### src/ffps_pkg.sv
`default_nettype none
// ----------------------------------------------------------------------------
// ffps_pkg
// Types, codes and constants shared by the program/erase sequencer.
// ----------------------------------------------------------------------------
package ffps_pkg;

    localparam int unsigned ADDR_W      = 24;
    localparam int unsigned MAX_RESULTS = 3;
    localparam int unsigned CFG_IDX_W   = 3;
    localparam int unsigned CFG_DATA_W  = 16;
    localparam int unsigned TIMER_W     = 14;

    // flash command bytes
    localparam logic [7:0] FL_PROGRAM     = 8'h40;
    localparam logic [7:0] FL_ERASE_SETUP = 8'h20;
    localparam logic [7:0] FL_ERASE_CONF  = 8'hD0;
    localparam logic [7:0] FL_READ_ARRAY  = 8'hFF;
    localparam logic [7:0] FL_READ_ID     = 8'h90;

    // status register bits
    localparam int unsigned ST_READY_BIT    = 7;
    localparam int unsigned ST_VPP_ERR_BIT  = 4;
    localparam int unsigned ST_PROG_ERR_BIT = 3;

    localparam logic [16:0] VPP_HIGH_MARGIN = 17'd500;
    localparam logic [23:0] VPP_LOW_NUM     = 24'd95;
    localparam logic [23:0] VPP_LOW_DEN     = 24'd100;

    localparam logic [TIMER_W-1:0] TIMER_MAX = {TIMER_W{1'b1}};

    typedef enum logic [2:0] {
        CMD_PROGRAM    = 3'd0,
        CMD_CHIP_ERASE = 3'd1,
        CMD_CHECKID    = 3'd2,
        CMD_READRET    = 3'd3,
        CMD_TICK       = 3'd4,
        CMD_CLEANUP    = 3'd5,
        CMD_VPP        = 3'd6
    } t_cmd;

    typedef enum logic [2:0] {
        CFG_TARGET_VPP = 3'd0,
        CFG_EXP_ID     = 3'd1,
        CFG_FORCE      = 3'd2,
        CFG_PROG_TMO   = 3'd3,
        CFG_ERASE_TMO  = 3'd4
    } t_cfg_idx;

    typedef enum logic [1:0] {
        ACT_WRITE  = 2'd0,
        ACT_READ   = 2'd1,
        ACT_REPORT = 2'd2
    } t_action;

    typedef enum logic [1:0] {
        RESP_OK   = 2'd0,
        RESP_WARN = 2'd1,
        RESP_ERR  = 2'd2
    } t_resp;

    typedef enum logic [2:0] {
        ERR_NONE      = 3'd0,
        ERR_VPP_FAULT = 3'd1,
        ERR_PROG      = 3'd2,
        ERR_TIMEOUT   = 3'd3,
        ERR_ID        = 3'd4,
        ERR_VPP_HIGH  = 3'd5,
        ERR_VPP_LOW   = 3'd6
    } t_err;

    typedef enum logic [4:0] {
        PH_IDLE       = 5'b00001,
        PH_POLL_PROG  = 5'b00010,
        PH_POLL_ERASE = 5'b00100,
        PH_ID_HIGH    = 5'b01000,
        PH_ID_LOW     = 5'b10000
    } t_phase;

    typedef struct packed {
        logic [2:0]        command;
        logic [ADDR_W-1:0] target_address;
        logic [7:0]        write_byte;
        logic              last_in_block;
        logic [7:0]        read_byte;
        logic [15:0]       measured_vpp_mv;
    } t_in_item;

    typedef struct packed {
        logic [1:0]        action;
        logic [ADDR_W-1:0] bus_address;
        logic [7:0]        bus_data;
        logic [1:0]        response;
        logic [2:0]        error_kind;
        logic              op_done;
    } t_result;

    // all results caused by one input transaction
    typedef struct packed {
        logic [1:0]                   count;
        logic                         vpp_enable;
        t_result [MAX_RESULTS-1:0]    res;
    } t_burst;

    function automatic t_result mk_res(t_action act, logic [ADDR_W-1:0] addr,
                                       logic [7:0] data, t_resp resp, t_err kind,
                                       logic done);
        t_result r;
        r.action      = act;
        r.bus_address = addr;
        r.bus_data    = data;
        r.response    = resp;
        r.error_kind  = kind;
        r.op_done     = done;
        return r;
    endfunction

endpackage
`default_nettype wire

### src/ffps_in_if.sv
`default_nettype none
// ----------------------------------------------------------------------------
// ffps_in_if
// Input event channel: command, program data, read returns, supply samples.
// ----------------------------------------------------------------------------
interface ffps_in_if
    import ffps_pkg::*;
();
    logic              valid;
    logic              ready;
    logic [2:0]        command;
    logic [ADDR_W-1:0] target_address;
    logic [7:0]        write_byte;
    logic              last_in_block;
    logic [7:0]        read_byte;
    logic [15:0]       measured_vpp_mv;

    modport source (
        output valid, command, target_address, write_byte, last_in_block,
               read_byte, measured_vpp_mv,
        input  ready
    );
    modport sink (
        input  valid, command, target_address, write_byte, last_in_block,
               read_byte, measured_vpp_mv,
        output ready
    );
endinterface
`default_nettype wire

### src/ffps_out_if.sv
`default_nettype none
// ----------------------------------------------------------------------------
// ffps_out_if
// Result channel: bus accesses and status reports.
// ----------------------------------------------------------------------------
interface ffps_out_if
    import ffps_pkg::*;
();
    logic              valid;
    logic              ready;
    logic [1:0]        action;
    logic [ADDR_W-1:0] bus_address;
    logic [7:0]        bus_data;
    logic              vpp_enable;
    logic [1:0]        response;
    logic [2:0]        error_kind;
    logic              op_done;
    logic              last;

    modport source (
        output valid, action, bus_address, bus_data, vpp_enable, response,
               error_kind, op_done, last,
        input  ready
    );
    modport sink (
        input  valid, action, bus_address, bus_data, vpp_enable, response,
               error_kind, op_done, last,
        output ready
    );
endinterface
`default_nettype wire

### src/ffps_core.sv
`default_nettype none
// ----------------------------------------------------------------------------
// ffps_core
// Sequencer state, configuration registers and per-event decision logic.
// ----------------------------------------------------------------------------
module ffps_core
    import ffps_pkg::*;
#(
    parameter int unsigned ADDR_BITS = 24
) (
    input  wire logic                  i_clk,
    input  wire logic                  i_rst_n,
    input  wire logic                  i_cfg_wr_en,
    input  wire logic [CFG_IDX_W-1:0]  i_cfg_idx,
    input  wire logic [CFG_DATA_W-1:0] i_cfg_data,
    input  wire logic                  i_accept,
    input  wire t_in_item              i_item,
    output logic                       o_push,
    output t_burst                     o_burst
);

    localparam logic [ADDR_W-1:0] ADDR_MASK = (ADDR_BITS >= ADDR_W) ?
        {ADDR_W{1'b1}} : ADDR_W'((64'd1 << ADDR_BITS) - 64'd1);

    logic [15:0]        r_target_vpp;
    logic [15:0]        r_exp_id;
    logic               r_force;
    logic [TIMER_W-1:0] r_prog_tmo;
    logic [TIMER_W-1:0] r_erase_tmo;

    t_phase             r_phase,     n_phase;
    logic [TIMER_W-1:0] r_timer,     n_timer;
    logic [7:0]         r_id_high,   n_id_high;
    logic               r_vpp_on,    n_vpp_on;
    logic               r_failed,    n_failed;
    logic               r_blk_end,   n_blk_end;

    t_burst             w_burst;
    logic [TIMER_W-1:0] w_timer_inc;
    logic [TIMER_W-1:0] w_limit;
    logic [15:0]        w_id;
    logic               w_id_bad;
    logic               w_vpp_high;
    logic               w_vpp_low;
    logic [23:0]        w_low_lhs;
    logic [23:0]        w_low_rhs;
    logic [ADDR_W-1:0]  w_addr;
    logic               w_polling;

    always_ff @(posedge i_clk) begin
        if (!i_rst_n) begin
            r_target_vpp <= 16'd12000;
            r_exp_id     <= 16'd0;
            r_force      <= 1'b0;
            r_prog_tmo   <= TIMER_W'(150);
            r_erase_tmo  <= TIMER_W'(15000);
        end else if (i_cfg_wr_en) begin
            unique case (i_cfg_idx)
                CFG_TARGET_VPP: r_target_vpp <= i_cfg_data;
                CFG_EXP_ID:     r_exp_id     <= i_cfg_data;
                CFG_FORCE:      r_force      <= i_cfg_data[0];
                CFG_PROG_TMO:   r_prog_tmo   <= i_cfg_data[TIMER_W-1:0];
                CFG_ERASE_TMO:  r_erase_tmo  <= i_cfg_data[TIMER_W-1:0];
                default: ;
            endcase
        end
    end

    assign w_addr      = i_item.target_address & ADDR_MASK;
    assign w_polling   = (r_phase == PH_POLL_PROG) || (r_phase == PH_POLL_ERASE);
    assign w_timer_inc = (r_timer != TIMER_MAX) ? r_timer + TIMER_W'(1) : r_timer;
    assign w_limit     = (r_phase == PH_POLL_PROG) ? r_prog_tmo : r_erase_tmo;
    assign w_id        = {r_id_high, i_item.read_byte};
    assign w_id_bad    = (r_exp_id != 16'd0) && (w_id != r_exp_id);
    assign w_vpp_high  = {1'b0, i_item.measured_vpp_mv} > ({1'b0, r_target_vpp} + VPP_HIGH_MARGIN);
    // mv < floor(95*t/100)  <=>  100*(mv+1) <= 95*t
    assign w_low_lhs   = (24'(i_item.measured_vpp_mv) + 24'd1) * VPP_LOW_DEN;
    assign w_low_rhs   = 24'(r_target_vpp) * VPP_LOW_NUM;
    assign w_vpp_low   = w_low_lhs <= w_low_rhs;

    always_comb begin
        n_phase   = r_phase;
        n_timer   = r_timer;
        n_id_high = r_id_high;
        n_vpp_on  = r_vpp_on;
        n_failed  = r_failed;
        n_blk_end = r_blk_end;
        w_burst   = '0;

        unique case (i_item.command)
            CMD_PROGRAM: begin
                if (r_phase == PH_IDLE) begin
                    if (r_failed) begin
                        w_burst.count  = 2'd1;
                        w_burst.res[0] = mk_res(ACT_REPORT, '0, 8'h00, RESP_ERR,
                                                ERR_NONE, 1'b1);
                    end else begin
                        w_burst.count  = 2'd3;
                        w_burst.res[0] = mk_res(ACT_WRITE, w_addr, FL_PROGRAM, RESP_OK,
                                                ERR_NONE, 1'b0);
                        w_burst.res[1] = mk_res(ACT_WRITE, w_addr, i_item.write_byte,
                                                RESP_OK, ERR_NONE, 1'b0);
                        w_burst.res[2] = mk_res(ACT_READ, '0, 8'h00, RESP_OK,
                                                ERR_NONE, 1'b0);
                        n_phase   = PH_POLL_PROG;
                        n_timer   = '0;
                        n_blk_end = i_item.last_in_block;
                    end
                end
            end
            CMD_CHIP_ERASE: begin
                if (r_phase == PH_IDLE) begin
                    n_vpp_on       = 1'b1;
                    w_burst.count  = 2'd3;
                    w_burst.res[0] = mk_res(ACT_WRITE, '0, FL_ERASE_SETUP, RESP_OK,
                                            ERR_NONE, 1'b0);
                    w_burst.res[1] = mk_res(ACT_WRITE, '0, FL_ERASE_CONF, RESP_OK,
                                            ERR_NONE, 1'b0);
                    w_burst.res[2] = mk_res(ACT_READ, '0, 8'h00, RESP_OK, ERR_NONE, 1'b0);
                    n_phase = PH_POLL_ERASE;
                    n_timer = '0;
                end
            end
            CMD_CHECKID: begin
                if (r_phase == PH_IDLE) begin
                    w_burst.count  = 2'd2;
                    w_burst.res[0] = mk_res(ACT_WRITE, '0, FL_READ_ID, RESP_OK,
                                            ERR_NONE, 1'b0);
                    w_burst.res[1] = mk_res(ACT_READ, '0, 8'h00, RESP_OK, ERR_NONE, 1'b0);
                    n_phase = PH_ID_HIGH;
                end
            end
            CMD_READRET: begin
                if (r_phase == PH_ID_HIGH) begin
                    n_id_high      = i_item.read_byte;
                    w_burst.count  = 2'd1;
                    w_burst.res[0] = mk_res(ACT_READ, ADDR_W'(1) & ADDR_MASK, 8'h00,
                                            RESP_OK, ERR_NONE, 1'b0);
                    n_phase = PH_ID_LOW;
                end else if (r_phase == PH_ID_LOW) begin
                    w_burst.count  = 2'd1;
                    w_burst.res[0] = mk_res(ACT_WRITE, '0, FL_READ_ARRAY, RESP_OK,
                                            ERR_NONE, 1'b1);
                    if (w_id_bad) begin
                        w_burst.res[0].error_kind = ERR_ID;
                        if (r_force) begin
                            w_burst.res[0].response = RESP_WARN;
                        end else begin
                            w_burst.res[0].response = RESP_ERR;
                            n_failed = 1'b1;
                            n_vpp_on = 1'b0;
                        end
                    end
                    n_phase = PH_IDLE;
                end else if (w_polling) begin
                    w_burst.count = 2'd1;
                    priority if (!i_item.read_byte[ST_READY_BIT]) begin
                        w_burst.res[0] = mk_res(ACT_READ, '0, 8'h00, RESP_OK,
                                                ERR_NONE, 1'b0);
                    end else if (i_item.read_byte[ST_VPP_ERR_BIT] ||
                                 i_item.read_byte[ST_PROG_ERR_BIT]) begin
                        w_burst.res[0] = mk_res(ACT_WRITE, '0, FL_READ_ARRAY, RESP_ERR,
                            i_item.read_byte[ST_VPP_ERR_BIT] ? ERR_VPP_FAULT : ERR_PROG,
                            1'b1);
                        n_failed  = 1'b1;
                        n_phase   = PH_IDLE;
                        n_timer   = '0;
                        n_blk_end = 1'b0;
                    end else begin
                        w_burst.res[0] = mk_res(ACT_REPORT, '0, 8'h00, RESP_OK, ERR_NONE,
                            (r_phase == PH_POLL_PROG) ? r_blk_end : 1'b1);
                        n_phase   = PH_IDLE;
                        n_timer   = '0;
                        n_blk_end = 1'b0;
                    end
                end
            end
            CMD_TICK: begin
                if (w_polling) begin
                    n_timer = w_timer_inc;
                    if (w_timer_inc >= w_limit) begin
                        w_burst.count  = 2'd1;
                        w_burst.res[0] = mk_res(ACT_WRITE, '0, FL_READ_ARRAY, RESP_ERR,
                                                ERR_TIMEOUT, 1'b1);
                        n_failed  = 1'b1;
                        n_phase   = PH_IDLE;
                        n_timer   = '0;
                        n_blk_end = 1'b0;
                    end
                end
            end
            CMD_CLEANUP: begin
                w_burst.count  = 2'd1;
                w_burst.res[0] = mk_res(ACT_WRITE, '0, FL_READ_ARRAY, RESP_OK,
                                        ERR_NONE, 1'b1);
                n_vpp_on  = 1'b0;
                n_failed  = 1'b0;
                n_phase   = PH_IDLE;
                n_timer   = '0;
                n_blk_end = 1'b0;
            end
            CMD_VPP: begin
                w_burst.count  = 2'd1;
                w_burst.res[0] = mk_res(ACT_REPORT, '0, 8'h00, RESP_OK, ERR_NONE, 1'b1);
                if (w_vpp_high) begin
                    w_burst.res[0].error_kind = ERR_VPP_HIGH;
                    if (r_force) begin
                        w_burst.res[0].response = RESP_WARN;
                    end else begin
                        w_burst.res[0].response = RESP_ERR;
                        n_failed = 1'b1;
                        n_vpp_on = 1'b0;
                    end
                end else if (w_vpp_low) begin
                    w_burst.res[0].error_kind = ERR_VPP_LOW;
                    w_burst.res[0].response   = RESP_WARN;
                end
            end
            default: ;
        endcase

        w_burst.vpp_enable = n_vpp_on;
    end

    always_ff @(posedge i_clk) begin
        if (!i_rst_n) begin
            r_phase   <= PH_IDLE;
            r_timer   <= '0;
            r_id_high <= '0;
            r_vpp_on  <= 1'b0;
            r_failed  <= 1'b0;
            r_blk_end <= 1'b0;
        end else if (i_accept) begin
            r_phase   <= n_phase;
            r_timer   <= n_timer;
            r_id_high <= n_id_high;
            r_vpp_on  <= n_vpp_on;
            r_failed  <= n_failed;
            r_blk_end <= n_blk_end;
        end
    end

    assign o_push  = i_accept && (w_burst.count != 2'd0);
    assign o_burst = w_burst;

endmodule
`default_nettype wire

### src/ffps_rq.sv
`default_nettype none
// ----------------------------------------------------------------------------
// ffps_rq
// Two-entry result queue; each entry holds every result of one transaction
// and is drained one result per output transaction.
// ----------------------------------------------------------------------------
module ffps_rq
    import ffps_pkg::*;
(
    input  wire logic   i_clk,
    input  wire logic   i_rst_n,
    input  wire logic   i_push,
    input  wire t_burst i_burst,
    output logic        o_full,
    output logic        o_valid,
    input  wire logic   i_ready,
    output t_result     o_res,
    output logic        o_vpp_enable,
    output logic        o_last
);

    t_burst     r_mem [2];
    logic       r_wptr;
    logic       r_rptr;
    logic [1:0] r_count;
    logic [1:0] r_sub;

    t_burst     w_head;
    logic       w_pop;
    logic       w_head_done;

    assign w_head      = r_mem[r_rptr];
    assign o_valid     = r_count != 2'd0;
    assign o_full      = r_count == 2'd2;
    assign w_pop       = o_valid && i_ready;
    assign w_head_done = r_sub == (w_head.count - 2'd1);

    assign o_res        = w_head.res[r_sub];
    assign o_vpp_enable = w_head.vpp_enable;
    assign o_last       = w_head_done;

    always_ff @(posedge i_clk) begin
        if (i_push) begin
            r_mem[r_wptr] <= i_burst;
        end
    end

    always_ff @(posedge i_clk) begin
        if (!i_rst_n) begin
            r_wptr  <= 1'b0;
            r_rptr  <= 1'b0;
            r_count <= 2'd0;
            r_sub   <= 2'd0;
        end else begin
            if (i_push) begin
                r_wptr <= ~r_wptr;
            end
            if (w_pop) begin
                if (w_head_done) begin
                    r_sub  <= 2'd0;
                    r_rptr <= ~r_rptr;
                end else begin
                    r_sub <= r_sub + 2'd1;
                end
            end
            r_count <= r_count + {1'b0, i_push} - {1'b0, w_pop && w_head_done};
        end
    end

endmodule
`default_nettype wire

### src/flash_program_erase_sequencer.sv
`default_nettype none
// ----------------------------------------------------------------------------
// flash_program_erase_sequencer
// Program/erase/ID sequencer for a command-set flash device.
// ----------------------------------------------------------------------------
// Usage:
//   i_in carries events: program byte, erase, check id, read return, ms tick,
//   cleanup and supply sample. o_out carries the bus writes, bus reads and
//   status reports that an event causes (zero to three of them, the final
//   one flagged with last). Configuration registers must be written through
//   i_cfg_wr_en / i_cfg_idx / i_cfg_data only while the block is idle; the
//   block does not enforce this. Decision logic is one pass and its results
//   are registered in the result queue, so the first result of an event
//   reaches o_out once the result groups ahead of it have drained. An event
//   can be taken every cycle while the queue is not full; the output channel
//   moves one result per cycle while o_out.ready is high. A two-entry queue
//   of result groups sits between the sides, and i_in.ready drops only when
//   both entries are waiting. Events that cause no result are not queued.
//   Reset (synchronous, active low) returns to idle, VPP off, no failure,
//   empty queue and the default configuration. A stalled receiver holds the
//   current result steady and backs up into i_in.ready.
// ----------------------------------------------------------------------------
module flash_program_erase_sequencer
    import ffps_pkg::*;
#(
    parameter int unsigned ADDR_BITS = 24
) (
    input  wire logic                   i_clk,
    input  wire logic                   i_rst_n,
    input  wire logic                   i_cfg_wr_en,
    input  wire logic [CFG_IDX_W-1:0]   i_cfg_idx,
    input  wire logic [CFG_DATA_W-1:0]  i_cfg_data,
    ffps_in_if.sink                     i_in,
    ffps_out_if.source                  o_out
);

    t_in_item w_item;
    t_burst   w_burst;
    t_result  w_res;
    logic     w_push;
    logic     w_full;
    logic     w_accept;

    assign w_item.command         = i_in.command;
    assign w_item.target_address  = i_in.target_address;
    assign w_item.write_byte      = i_in.write_byte;
    assign w_item.last_in_block   = i_in.last_in_block;
    assign w_item.read_byte       = i_in.read_byte;
    assign w_item.measured_vpp_mv = i_in.measured_vpp_mv;

    assign i_in.ready = !w_full;
    assign w_accept   = i_in.valid && !w_full;

    ffps_core #(
        .ADDR_BITS (ADDR_BITS)
    ) u_core (
        .i_clk       (i_clk),
        .i_rst_n     (i_rst_n),
        .i_cfg_wr_en (i_cfg_wr_en),
        .i_cfg_idx   (i_cfg_idx),
        .i_cfg_data  (i_cfg_data),
        .i_accept    (w_accept),
        .i_item      (w_item),
        .o_push      (w_push),
        .o_burst     (w_burst)
    );

    ffps_rq u_rq (
        .i_clk        (i_clk),
        .i_rst_n      (i_rst_n),
        .i_push       (w_push),
        .i_burst      (w_burst),
        .o_full       (w_full),
        .o_valid      (o_out.valid),
        .i_ready      (o_out.ready),
        .o_res        (w_res),
        .o_vpp_enable (o_out.vpp_enable),
        .o_last       (o_out.last)
    );

    assign o_out.action      = w_res.action;
    assign o_out.bus_address = w_res.bus_address;
    assign o_out.bus_data    = w_res.bus_data;
    assign o_out.response    = w_res.response;
    assign o_out.error_kind  = w_res.error_kind;
    assign o_out.op_done     = w_res.op_done;

endmodule
`default_nettype wire

### src/flat_wrapper.sv
// flat-port wrapper written by rule: the top's interface ports become plain ports
module flash_program_erase_sequencer_flat import ffps_pkg::*;
#(
    parameter int unsigned ADDR_BITS = 24
)
  (i_clk, i_rst_n, i_cfg_wr_en, i_cfg_idx, i_cfg_data, i_in_valid, i_in_command, i_in_target_address, i_in_write_byte, i_in_last_in_block, i_in_read_byte, i_in_measured_vpp_mv, i_in_ready, o_out_valid, o_out_action, o_out_bus_address, o_out_bus_data, o_out_vpp_enable, o_out_response, o_out_error_kind, o_out_op_done, o_out_last, o_out_ready);
  ffps_in_if i_in_i ();
  ffps_out_if o_out_i ();
  input  wire logic i_clk;
  input  wire logic i_rst_n;
  input  wire logic i_cfg_wr_en;
  input  wire logic [CFG_IDX_W-1:0] i_cfg_idx;
  input  wire logic [CFG_DATA_W-1:0] i_cfg_data;
  input wire logic [$bits(i_in_i.valid)-1:0] i_in_valid;
  input wire logic [$bits(i_in_i.command)-1:0] i_in_command;
  input wire logic [$bits(i_in_i.target_address)-1:0] i_in_target_address;
  input wire logic [$bits(i_in_i.write_byte)-1:0] i_in_write_byte;
  input wire logic [$bits(i_in_i.last_in_block)-1:0] i_in_last_in_block;
  input wire logic [$bits(i_in_i.read_byte)-1:0] i_in_read_byte;
  input wire logic [$bits(i_in_i.measured_vpp_mv)-1:0] i_in_measured_vpp_mv;
  output wire logic [$bits(i_in_i.ready)-1:0] i_in_ready;
  output wire logic [$bits(o_out_i.valid)-1:0] o_out_valid;
  output wire logic [$bits(o_out_i.action)-1:0] o_out_action;
  output wire logic [$bits(o_out_i.bus_address)-1:0] o_out_bus_address;
  output wire logic [$bits(o_out_i.bus_data)-1:0] o_out_bus_data;
  output wire logic [$bits(o_out_i.vpp_enable)-1:0] o_out_vpp_enable;
  output wire logic [$bits(o_out_i.response)-1:0] o_out_response;
  output wire logic [$bits(o_out_i.error_kind)-1:0] o_out_error_kind;
  output wire logic [$bits(o_out_i.op_done)-1:0] o_out_op_done;
  output wire logic [$bits(o_out_i.last)-1:0] o_out_last;
  input wire logic [$bits(o_out_i.ready)-1:0] o_out_ready;
  assign i_in_i.valid = i_in_valid;
  assign i_in_i.command = i_in_command;
  assign i_in_i.target_address = i_in_target_address;
  assign i_in_i.write_byte = i_in_write_byte;
  assign i_in_i.last_in_block = i_in_last_in_block;
  assign i_in_i.read_byte = i_in_read_byte;
  assign i_in_i.measured_vpp_mv = i_in_measured_vpp_mv;
  assign i_in_ready = i_in_i.ready;
  assign o_out_valid = o_out_i.valid;
  assign o_out_action = o_out_i.action;
  assign o_out_bus_address = o_out_i.bus_address;
  assign o_out_bus_data = o_out_i.bus_data;
  assign o_out_vpp_enable = o_out_i.vpp_enable;
  assign o_out_response = o_out_i.response;
  assign o_out_error_kind = o_out_i.error_kind;
  assign o_out_op_done = o_out_i.op_done;
  assign o_out_last = o_out_i.last;
  assign o_out_i.ready = o_out_ready;
  flash_program_erase_sequencer #(.ADDR_BITS(ADDR_BITS)) u_core (.i_clk(i_clk), .i_rst_n(i_rst_n), .i_cfg_wr_en(i_cfg_wr_en), .i_cfg_idx(i_cfg_idx), .i_cfg_data(i_cfg_data), .i_in(i_in_i), .o_out(o_out_i));
endmodule
### config.mk
export PLATFORM = sky130hd
export DESIGN_NAME = flash_program_erase_sequencer_flat
export DESIGN_NICKNAME = d
export VERILOG_FILES = /design/src/ffps_pkg.sv /design/src/ffps_in_if.sv /design/src/ffps_out_if.sv /design/src/ffps_core.sv /design/src/ffps_rq.sv /design/src/flash_program_erase_sequencer.sv /design/src/flat_wrapper.sv
export SDC_FILE = /design/constraint.sdc
export NUM_CORES = 1
export LEC_CHECK = 0
export ABC_AREA = 1
export BUFFER_PORTS_ARGS = -buffer_cell sky130_fd_sc_hd__buf_2
export CAP_MARGIN = 10
export CORE_ASPECT_RATIO = 1.25
export CORE_UTILIZATION = 36
export CTS_BUF_LIST = sky130_fd_sc_hd__clkbuf_8
export DETAILED_ROUTE_END_ITERATION = 12
export PLACE_DENSITY = 0.49
export SYNTH_ARGS = -nofsm -noshare
export SYNTH_HDL_FRONTEND = slang
export SYNTH_SLANG_ARGS = --single-unit
### constraint.sdc
create_clock -name i_clk -period 8.1 [get_ports i_clk]
set_input_delay 0.81 -clock i_clk [delete_from_list [all_inputs] [get_ports i_clk]]
set_output_delay 0.81 -clock i_clk [all_outputs]
set_load 0.03 [all_outputs]
# == Word level (Yosys, flattened, before mapping) ==
# Memory sizes are Yosys's and may differ from the RTL's. A register that Yosys moved wholly into a read port is not among the register bits.
# Cells that the tools add are included.
# word_totals
register_bits,97
output_inout_bits,44
mem_bits_rw,246
memories,1
inputBits,84
word_cells,184
# mem_list
name,depth,word_bits,rd,rd_ports_with_merged_regs,wr,line,text
u_core.u_rq.r_mem,2,123,1,1,1,ffps_rq.sv:22,t_burst r_mem [2];
# classes
n_lt_le_gt_ge,4
n_addsub,7
n_reduce_logical,29
mul,2
n_eq_ne,36
muxes,88
n_bitwise,2
# op_table
cell,count
40-bit two-way mux,7
40-bit one-hot mux with 7 select lines,1
119-bit two-way mux,2
14-bit two-way mux,13
79-bit two-way mux,2
40-bit one-hot mux with 3 select lines,1
40-bit binary-select mux with 2-bit select,1
40-bit one-hot mux with 2 select lines,1
14-bit one-hot mux with 5 select lines,1
5-bit two-way mux,12
10-bit AND reduction,4
1-bit two-way mux,34
5-bit one-hot mux with 6 select lines,1
24-bit by 23-bit <= comparator with 1-bit output,1
"16-bit by 7-bit multiplier with 23-bit output, second input constant",1
"17-bit by 5-bit multiplier with 22-bit output, second input constant",1
"2-bit inequality test, second input constant",11
"16-bit by 1-bit adder with 17-bit output, second input constant",1
"16-bit by 9-bit adder with 17-bit output, second input constant",1
16-bit by 17-bit > comparator with 1-bit output,1
16-bit inequality test,1
16-bit nonzero test,1
"14-bit by 1-bit adder with 14-bit output, second input constant",1
14-bit greater-or-equal comparator,1
other kinds (34),67

# == Longest topological paths before layout ==
# Gate-level depths: netlist (run 1).
# logic_depth
ltp_word,10
ltp_mapped,35
ltp_nobuf,35

# == By module ==
# Synthesis (run 1) repeated with hierarchy kept, for this count alone.
# hier_totals
cells_unflattened,2350
area_unflattened_um2,21300.4
# modules_own_cells
mod,n_inst,cells_each,seq_area_each_um2,area_each_um2
ffps_core,1,1622,1821.7,11532.3
ffps_rq,1,725,7527.2,9754.4
flash_program_erase_sequencer,1,3,0.0,13.8

# == Least setup slack after synthesis (run 1) ==
# OpenSTA, ideal clock, no wires.
# synth_timing
kind,register to register
from,reg u_core.u_core.r_timer[0]
to,mem u_core.u_rq.r_mem[0][0] (netlist name) (enable)
arrival_time_ns,5.554
required_ns,7.595
setup_ns,0.505
path_buffers,0
synth_period_minus_slack_ns,6.059
path_stages_with_launch,19
setup_slack_ns,2.041
path_cell_list,dfxtp_1 ha_1 nand3_2 nor2_4 nand3_2 nor2_4 nand3_2 inv_1 nor3_1 xor2_1 ha_1 nand2_1 nor3_1 o21ai_0 nand3_1 nand3_1 nand3_1 nand2_1 nor2_1
# synth_via
elab_chain_cells,10
elab_cells_between_ends,11
classes_between,1 x add/sub; 1 x order compare; 1 x eq/ne; 6 x mux; 2 x reduce/logical
# synth_rtl
element,line,text
start: declaration,ffps_core.sv:32,"logic [TIMER_W-1:0] r_timer, n_timer;"
start signal: assignment,ffps_core.sv:235,r_timer <= n_timer;
14-bit by 1-bit adder with 14-bit output / 14-bit inequality test (equally long branches),ffps_core.sv:71,assign w_timer_inc = (r_timer != TIMER_MAX) ? r_timer + TIMER_W'(1) : r_timer;
14-bit two-way mux *,ffps_core.sv:71,
14-bit greater-or-equal comparator *,ffps_core.sv:181,if (w_timer_inc >= w_limit) begin
1-bit two-way mux *,ffps_core.sv:181,
1-bit two-way mux *,ffps_core.sv:179,if (w_polling) begin
2-bit one-hot mux with 6 select lines *,ffps_core.sv:90,unique case (i_item.command)
2-bit nonzero test *,ffps_core.sv:243,assign o_push = i_accept && (w_burst.count != 2'd0);
1-bit logical AND *,ffps_core.sv:243,
1-bit two-way mux *,ffps_rq.sv:43,if (i_push) begin
1-bit two-way mux (not written as such) *,ffps_rq.sv:44,r_mem[r_wptr] <= i_burst;
end: declaration,ffps_rq.sv:22,
# Mark *: on every way between the ends. The rest lies on a longest branch, timed or not.

==> results of run 1 <==
-- worst max-delay path by stage --
stage                                              from                      end  slack, ps  cells past startpoint
after floorplan                u_core.u_core.r_timer[0]  u_core.u_rq.r_mem[0][0]       2040                     18
after global placement          i_in_measured_vpp_mv[0]  u_core.u_rq.r_mem[0][4]       2080                     35
after detailed placement        i_in_measured_vpp_mv[0]  u_core.u_rq.r_mem[0][4]       2080                     34
after CTS                 u_core.u_core.r_target_vpp[4]  u_core.u_rq.r_mem[0][4]       2120                     30
after global routing      u_core.u_core.r_target_vpp[4]  u_core.u_rq.r_mem[0][4]       1680                     30
final                     u_core.u_core.r_target_vpp[4]  u_core.u_rq.r_mem[0][4]       2180                     30
-- registers in the layout (all words and copies together), names as in the netlist, 5 cells and up, named ones only --
name and cells:
u_core.u_core.r_id_high 8, u_core.u_core.r_erase_tmo 14, u_core.u_core.r_phase 5, u_core.u_rq.r_mem 146
u_core.u_core.r_timer 14, u_core.u_core.r_target_vpp 16, u_core.u_core.r_prog_tmo 14, u_core.u_core.r_exp_id 16
-- final cells by class --
class	count	area (sq um)
inverter	291	1090
clock buffer	47	647
fill	4809	27200
antenna	1	2.50
multi-input combinational	1421	9360
clock inverter	31	155
timing repair buffer	138	718
sequential	244	6350
tap	630	788
-- kinds of logic after synthesis --
family,Yosys count,share of synthesized area
compound gates,372,0.119
mux,5,0.00294
flops,244,0.373
xor+xnor,80,0.0412
simple gates,722,0.179
buf+inv,348,0.0782
fa+ha+maj,242,0.207
-- stage by stage --
step | setup WS (ps) | util
floorplan | 2040 | -
global placement | 2080 | 0.395
detailed placement | 2080 | 0.395
CTS | 2120 | 0.412
global route | 1680 | 0.412
finish | 2180 | 0.412
-- worst max-delay path: cells and delay by family, from the launching register on --
kind | cells | cell delay (ps)
AO/OA/AOI/OAI | 2 | 530
XOR/XNOR | 1 | 70
adder cells (fa/ha/maj) | 6 | 2690
buffers and inverters | 3 | 350
flip-flops | 1 | 520
AND/OR/NAND/NOR | 18 | 1450
-- power by group --
part / leakage (nW) / internal [mW] / total [mW] / switching (mW)
combinational: 6.23 / 0.720 / 1.99 / 1.27
clock: 0.447 / 0.540 / 1.07 / 0.531
sequential: 2.22 / 1.42 / 1.47 / 0.0485
total: 8.89 / 2.68 / 4.52 / 1.85
-- cells in the final DEF (no fill, tap or decap), types with 5 or more instances in the layout --
cell        n
a21o_1      7
a21oi_1   141
a21oi_2     6
a31oi_1     5
buf_2     127
buf_4      11
clkbuf_8   47
clkinv_1    9
clkinv_2    6
dfxtp_1    97
edfxtp_1  146
fa_1       66
ha_1      176
inv_1     289
inv_2      12
mux2i_1     5
nand2_1   288
nand2_2     5
nand3_1    65
nand4_1    24
nor2_1    283
nor2_2      5
nor2_4      5
nor3_1     20
nor3b_1     5
nor4_1      6
o211ai_1    7
o21ai_0   162
o21ai_1     8
o22ai_1    13
xnor2_1    21
xor2_1     59
-- cell usage after synthesis, drive strengths merged (5+ instances only) --
| cell | instances |
|---|---|
| xnor2 | 21 |
| a21o | 7 |
| a21oi | 147 |
| nor3 | 22 |
| buf | 11 |
| o21ai | 172 |
| nor2 | 293 |
| inv | 291 |
| nand3 | 68 |
| nand4 | 25 |
| ha | 176 |
| nor4 | 7 |
| a31oi | 5 |
| dfxtp | 98 |
| xor2 | 59 |
| clkbuf | 46 |
| o22ai | 13 |
| o211ai | 8 |
| nand2 | 294 |
| edfxtp | 146 |
| fa | 66 |
| mux2i | 5 |
| nor3b | 5 |
-- routing by layer --
metal	track usage	vias up	share of wire
met4	0.0503	0	0.019
met5	0	-	0
met1	0.231	6383	0.44
li1	-	6914	-
met2	0.328	244	0.50
met3	0.0260	49	0.039
==> run metrics, run 1 <==
sequential cell area fraction in the yosys report 0.373; cell taking the most area after synthesis edfxtp_1; synth top area cells edfxtp_1 26%, ha_1 13%, dfxtp_1 12%, fa_1 7.8%, nand2_1 6.4%; f_max 0.169 GHz; r2r startpoint u_core.u_core.r_target_vpp[4]; Die Area about 48000 sq um; Port Buffers 127; synthesized cell area around 17000 sq um; CTS tree done; syn_area_per_cell 8.46 sq um; most used cell, CP nand2_1; Cell variety after synth between 50 and 60; Required @ worst endpoint approximately 8400 ps; Hold Buf Count CTS 0; maxcap violations 0; first-pass iteration count of the detailed router 5; post-route design area 19100 sq um; Residual DRC 0; first-pass GRT wire length 70.4 mm; Placer Congestion 0.832; All-Layer GR Usage 0.184; synthesized net count 2339; DP Cell Count 2724; area delta synth->final 12.3%; Setup Fix Bufs, Post-CTS 0; share of cells above drive strength 1 0.113; Initial Utilization 0.367; clock root buffer clkbuf_8; clock sinks 244; Tot Pwr between 4 and 5 mW; Worst Skew 50.3 ps; Max IR drop VDD 133 uV; final hold violations 0; routed wire length about 44 mm; nets@finish between 2k and 2.5k; Slew HR 0.294; setup TNS 0 ps; CP Capture Type register; Critical R2R Capture u_core.u_rq.r_mem[0][4]; Post-synth ARST share 0; CP startpoint kind register; slowest stage cell, crit path fa_1; status finished, final reports clean; Setup CP Type register to register; Lkg Pwr 8.89 nW; Hold Crit Class register to register; PwrDens approximately 240 nW/um^2; Die W 196 um; Remaining Overflow, GRT 0; post-synth top area share 0.258; crit-path max FO 6; Hold EP u_core.u_core.r_prog_tmo[0]; Final Non-Filler Cells 2803; Via Count about 14k; Max Buffers Root-to-Sink 3; count of final setup violators 0; latest clock arrival within the worst-skew pair approximately 590 ps; largest net degree at the start of global routing just over 90; unrepaired setup endpoints after global routing false; total CTS buffers 42; R2R Setup Slk 2180 ps; Final ANT Viol Nets 0; max-slew violation count 0; vias in the first global route 13.5k; Most used DFF post-synth edfxtp_1; clk slew on worst S/H paths approximately 70 ps; Hold Path Depth 2; CP arrival 6220 ps; First DRT Iteration DRCs 604; post-CTS sizing 0; worst-margin pin slew 1060 ps; number of synthesized register bits approximately 240; # IOs between 100 and 150; Post-synth EDFFs 146; synth warn 0; DR WL/cell 15.7 um; R2R cell count 30; hold path start u_core.u_core.r_prog_tmo[0]; Tcrit/Tclk final 0.731; Area after DPL roughly 18000 sq um; Die Y 245 um; row cnt 88; WHS 448 ps; Post-Syn Instances about 2.0k; initial antenna violation count 1; H-tree depth 2; Period minus WS final between 5000 and 6000 ps; HPWL Detailed between 30 and 40 mm; vias per inst a little under 5; worst stage delay on the critical path 590 ps; core area 46400 sq um
No activity file was read; power rests on OpenSTA's default activity.
==> run 2, diff against run 1 <==
--- a/config.mk
+++ b/config.mk
@@ -12,7 +12,7 @@
 export CORE_UTILIZATION = 36
 export CTS_BUF_LIST = sky130_fd_sc_hd__clkbuf_8
 export DETAILED_ROUTE_END_ITERATION = 12
-export PLACE_DENSITY = 0.49
+export PLACE_DENSITY = 0.51
 export SYNTH_ARGS = -nofsm -noshare
 export SYNTH_HDL_FRONTEND = slang
 export SYNTH_SLANG_ARGS = --single-unit
==> constraint.sdc (replaced) <==
create_clock -name i_clk -period 4.8 [get_ports i_clk]
set_input_delay 0.48 -clock i_clk [delete_from_list [all_inputs] [get_ports i_clk]]
set_output_delay 0.48 -clock i_clk [all_outputs]
set_load 0.03 [all_outputs]
==> run metrics, run 2 (synthesis results as in run 1) <==
All-Layer GR Usage 0.184; Port Buffers 127; max-slew violation count 0; Residual DRC 0; clk slew on worst S/H paths 60 ps; HPWL Detailed 33.6 mm; Slew HR 0.395; Lkg Pwr 9.71 nW; initial antenna violation count 1; CP startpoint kind register; most used cell, CP nand2_1; core area 46400 sq um; status finished, violations left; R2R cell count 29; CP Capture Type register; H-tree depth 2; area delta synth->final 21.3%; Crit path buffers/inverters 5; Die Area slightly below 50000 sq um; r2r startpoint u_core.u_core.r_target_vpp[5]; First DRT Iteration DRCs 561; first-pass GRT wire length 70.9 mm; violated checks setup timing; share of cells above drive strength 1 0.205; clock root buffer clkbuf_8; WHS approximately 200 ps; most common cell after layout, fill and taps aside inv_1; vias per inst roughly 4.8; largest net degree at the start of global routing 74; Hold Crit Class input pin to register; routed wire length 44.2 mm; vias in the first global route 14.0k; Tcrit/Tclk final 1.07; top flop regs u_core.u_rq.r_mem: 146 flops, u_core.u_core.r_exp_id: 16 flops, u_core.u_core.r_target_vpp: 16 flops; most frequent cells in the layout 288 x inv_1, 276 x nor2_1, 275 x nand2_1; Multi-input gate area ~9700 sq um; Top reg by flops u_core.u_rq.r_mem; Placer Congestion roughly 0.84; worst stage delay on the critical path 560 ps; Final ANT Viol Nets 0; Max IR drop VDD 259 uV; unrepaired setup endpoints after global routing true; nets@finish 2624; CP Depth 29; number of flip-flops in the largest register 146; latest clock arrival within the worst-skew pair 580 ps; maxcap violations 0; CP arrival 5520 ps; worst-margin pin slew 906 ps; f_max 0.195 GHz; Worst Skew 49.9 ps; DR WL/cell 15.0 um; Die W 196 um; # IOs 128; Reg area 6380 sq um; Remaining Overflow, GRT 0; R2R Setup Slk -320 ps; Die Y 245 um; Max Buffers Root-to-Sink 3; Top Family by Delay on Critical Path adder cells; Period minus WS final 5120 ps; Fillers 4680; row cnt between 80 and 90; Initial Utilization 0.367; crit-path max FO 4; Hold Path Depth 3; pre-CTS setup slack -645 ps; Via Count 14.1k; clock sinks 244; Tot Pwr between 8 and 9 mW; hold path start i_cfg_data[9]; PwrDens 410 nW/um^2; Hold EP u_core.u_core.r_target_vpp[9]; first-pass iteration count of the detailed router 5; slowest stage cell, crit path fa_2; Setup CP Type register to register; count of final setup violators 6; setup TNS -1730 ps; CTS tree done; Required @ worst endpoint 5190 ps; final worst slack -322 ps; Critical R2R Capture u_core.u_rq.r_mem[0][3]; final hold violations 0; total CTS buffers 41
-- run 2: power by group --
group          switching, mW  internal [mW]
sequential            0.0786           2.39
clock                  0.826          0.878
combinational           2.48           1.82
total                   3.39           5.08
-- run 2: per-layer routing --
metal  track usage  wire [um]  vias up
met2         0.331      22200      214
met4        0.0460        773        0
met1         0.231      19800     6609
li1              -          -     7209
met5             0          0        -
met3        0.0223       1560       58
-- run 2: worst register-to-register path, delay by kind of cell (launching register included) --
| family | cells | cell delay, ps |
|---|---|---|
| compound gates | 2 | 250 |
| xor+xnor | 1 | 120 |
| fa+ha+maj | 6 | 2570 |
| buf+inv | 5 | 530 |
| flops | 1 | 370 |
| simple gates | 15 | 1100 |
-- run 2: how the worst max path moves through the flow --
stage                                        startpoint                 endpoint  slack, ps
after floorplan           u_core.u_core.r_target_vpp[6]  u_core.u_rq.r_mem[0][4]        -70
after global placement          i_in_measured_vpp_mv[0]  u_core.u_rq.r_mem[0][4]       -590
after detailed placement        i_in_measured_vpp_mv[0]  u_core.u_rq.r_mem[1][4]       -640
after CTS                 u_core.u_core.r_target_vpp[5]  u_core.u_rq.r_mem[0][4]       -470
after global routing      u_core.u_core.r_target_vpp[5]  u_core.u_rq.r_mem[0][3]       -600
final                     u_core.u_core.r_target_vpp[5]  u_core.u_rq.r_mem[0][3]       -320
-- run 2: layout make-up --
| class | count | area share |
|---|---|---|
| well taps | 630 | 0.0382 |
| inverters | 291 | 0.0532 |
| repair buffers | 299 | 0.0945 |
| diodes | 1 | 0.000121 |
| clock buffers | 46 | 0.0307 |
| flip-flops and latches | 244 | 0.309 |
| multi-input cells | 1421 | 0.469 |
| clock inverters | 26 | 0.00557 |
-- run 2: what timing repair did --
action | CTS | global route
cloned | 0 | 0
resized for setup | 18 | 56
hold buffers | 0 | 0
setup buffers | 3 | 5
hold endpoints to repair | 0 | 0
setup endpoints to repair | 6 | 6
pin swaps | 17 | 24
-- run 2: stage by stage --
step / std cells / util / instance area [sq um]
3_3_place_gp: 2877 / 0.422 / 19500
2_1_floorplan: 2013 / - / 17100
4_1_cts: 2952 / 0.440 / 20400
6_report: 2958 / 0.446 / 20700
3_5_place_dp: 2877 / 0.422 / 19500
5_1_grt: 2958 / 0.446 / 20700
==> run 3, diff against run 2 <==
--- a/config.mk
+++ b/config.mk
@@ -12,7 +12,8 @@
 export CORE_UTILIZATION = 36
 export CTS_BUF_LIST = sky130_fd_sc_hd__clkbuf_8
 export DETAILED_ROUTE_END_ITERATION = 12
-export PLACE_DENSITY = 0.51
+export PLACE_DENSITY = 0.49
+export SKIP_CTS_REPAIR_TIMING = 1
 export SYNTH_ARGS = -nofsm -noshare
 export SYNTH_HDL_FRONTEND = slang
 export SYNTH_SLANG_ARGS = --single-unit
==> constraint.sdc (replaced) <==
create_clock -name i_clk -period 5.5 [get_ports i_clk]
set_input_delay 0.55 -clock i_clk [delete_from_list [all_inputs] [get_ports i_clk]]
set_output_delay 0.55 -clock i_clk [all_outputs]
set_load 0.03 [all_outputs]
==> run metrics, run 3 (synthesis results as in run 1) <==
Slew HR 0.351; All-Layer GR Usage 0.184; Critical R2R Capture u_core.u_rq.r_mem[1][4]; Clock power frac 0.218; crit-path max FO 4; row cnt 88; Lkg Pwr 9.33 nW; routed wire length 43.8 mm; net load switching power 2.82 mW; nets@finish 2553; PwrDens 350 nW/um^2; post-route design area around 20000 sq um; Final ANT Viol Nets 0; DR WL/cell 15.2 um; Die Y roughly 250 um; most common cell after layout, fill and taps aside inv_1; Initial Utilization 0.367; core area 46400 sq um; hold path start i_cfg_data[12]; Setup CP Type register to register; Period minus WS final approximately 5200 ps; Placer Congestion 0.827; H-tree depth 2; Logic pwr share 0.476; First DRT Iteration DRCs about 640; final hold violations 0; Die W 196 um; DP Cell Count 2813; HPWL Detailed 33.0 mm; most frequent cells in the layout 287 x inv_1, 283 x nand2_1, 281 x nor2_1; Hold Crit Class input pin to register; pre-CTS setup slack -91.9 ps; total CTS buffers 42; maxcap violations 0; CTS tree done; R2R Setup Slk about 290 ps; final worst slack 290 ps; latest clock arrival within the worst-skew pair 600 ps; initial antenna violation count 1; Final Non-Filler Cells around 2.9k; share of cells above drive strength 1 0.162; largest net degree at the start of global routing 74; status finished, final reports clean; switching power share of the total 0.404; Hold EP u_core.u_core.r_erase_tmo[12]; count of final setup violators 0; max-slew violation count 0; Top reg by flops u_core.u_rq.r_mem; Residual DRC 0; r2r startpoint u_core.u_core.r_target_vpp[6]; cell-internal power about 4.2 mW; Area after DPL 19000 sq um; Required @ worst endpoint 5800 ps; setup TNS 0 ps; Port Buffers 127; CP startpoint kind register; Max Buffers Root-to-Sink 3; R2R cell count 25; sequential power share 0.307; f_max 0.192 GHz; area delta synth->final 17.2%; clk slew on worst S/H paths roughly 60 ps; top flop regs u_core.u_rq.r_mem: 146 flops, u_core.u_core.r_exp_id: 16 flops, u_core.u_core.r_target_vpp: 16 flops; # IOs 128; Die Area 48200 sq um; CP arrival 5510 ps; Remaining Overflow, GRT 0; first-pass iteration count of the detailed router 5; Hold Path Depth 3; number of flip-flops in the largest register 146; vias in the first global route 14.0k; Via Count 13.9k; Fillers 4750; clock root buffer clkbuf_8; vias per inst 4.79; CP Capture Type register; Tcrit/Tclk final 0.947; clock sinks ~240; first-pass GRT wire length 70.5 mm; Tot Pwr around 7.0 mW; Max IR drop VDD 203 uV; Worst Skew 46.2 ps; unrepaired setup endpoints after global routing false; worst-margin pin slew 966 ps
==> run 3: critical path, stage by stage (launching register included) <==
cell     delay, ps
dfxtp_4        350
buf_4          150
fa_1           560
fa_1           440
fa_1           570
fa_1           480
ha_4           310
nand2_1         90
nor4_2         280
buf_4          170
a21oi_2         60
buf_4          160
o21ai_1        130
xnor2_1        100
ha_1           280
nand2_1         50
nor2_1         140
nand2_1         80
nand2_1         50
nand2_1         40
nand2_1         60
nand2_2         60
nand2_4         90
nand2_2         60
nand3_1         70
nand2_1         80
==> run 3: worst max path at each step <==
| stage | from | to | slack [ps] | depth (start not counted) |
|---|---|---|---|---|
| 6_report | u_core.u_core.r_target_vpp[6] | u_core.u_rq.r_mem[1][4] | 290 | 25 |
| 5_1_grt | u_core.u_core.r_target_vpp[6] | u_core.u_rq.r_mem[1][4] | 10 | 31 |
| 4_1_cts | u_core.u_core.r_target_vpp[4] | u_core.u_rq.r_mem[1][4] | -110 | 30 |
| 3_5_place_dp | i_in_measured_vpp_mv[0] | u_core.u_rq.r_mem[1][4] | -90 | 33 |
| 3_3_place_gp | i_in_measured_vpp_mv[0] | u_core.u_rq.r_mem[0][4] | -20 | 35 |
| 2_1_floorplan | u_core.u_core.r_target_vpp[4] | u_core.u_rq.r_mem[0][4] | 330 | 30 |
==> run 3: cell type report <==
type | instances | area, sq um | area share
multi-input combinational | 1421 | 9520 | 0.477
sequential | 244 | 6360 | 0.319
timing repair buffer | 227 | 1420 | 0.0714
inverter | 291 | 1090 | 0.0549
tap | 630 | 788 | 0.0395
clock buffer | 45 | 619 | 0.0310
clock inverter | 31 | 151 | 0.00759
antenna | 1 | 2.50 | 0.000125
==> run 3: power by group through the flow <==
stage	Sequential, mW	Combinational, mW	Clock [mW]
4_1_cts	2.14	3.20	1.58
3_5_place_dp	2.18	3.18	0
5_1_grt	2.15	3.77	1.65
3_3_place_gp	2.18	3.16	0
6_report	2.14	3.32	1.52
2_1_floorplan	2.17	2.21	0
==> run 3: metrics by stage <==
step / hold WS (ps) / utilization
5_1_grt: 207 / 0.430
2_1_floorplan: 425 / -
6_report: 239 / 0.430
4_1_cts: 174 / 0.427
3_5_place_dp: 443 / 0.410
3_3_place_gp: 437 / 0.410
==> run 3: metal layers <==
| layer | track usage | wire (um) | vias to the layer above |
|---|---|---|---|
| met4 | 0.0572 | 1000 | 0 |
| met3 | 0.0250 | 1720 | 65 |
| met5 | 0 | 0 | - |
| met1 | 0.231 | 19400 | 6460 |
| li1 | - | - | 7092 |
| met2 | 0.327 | 21700 | 235 |
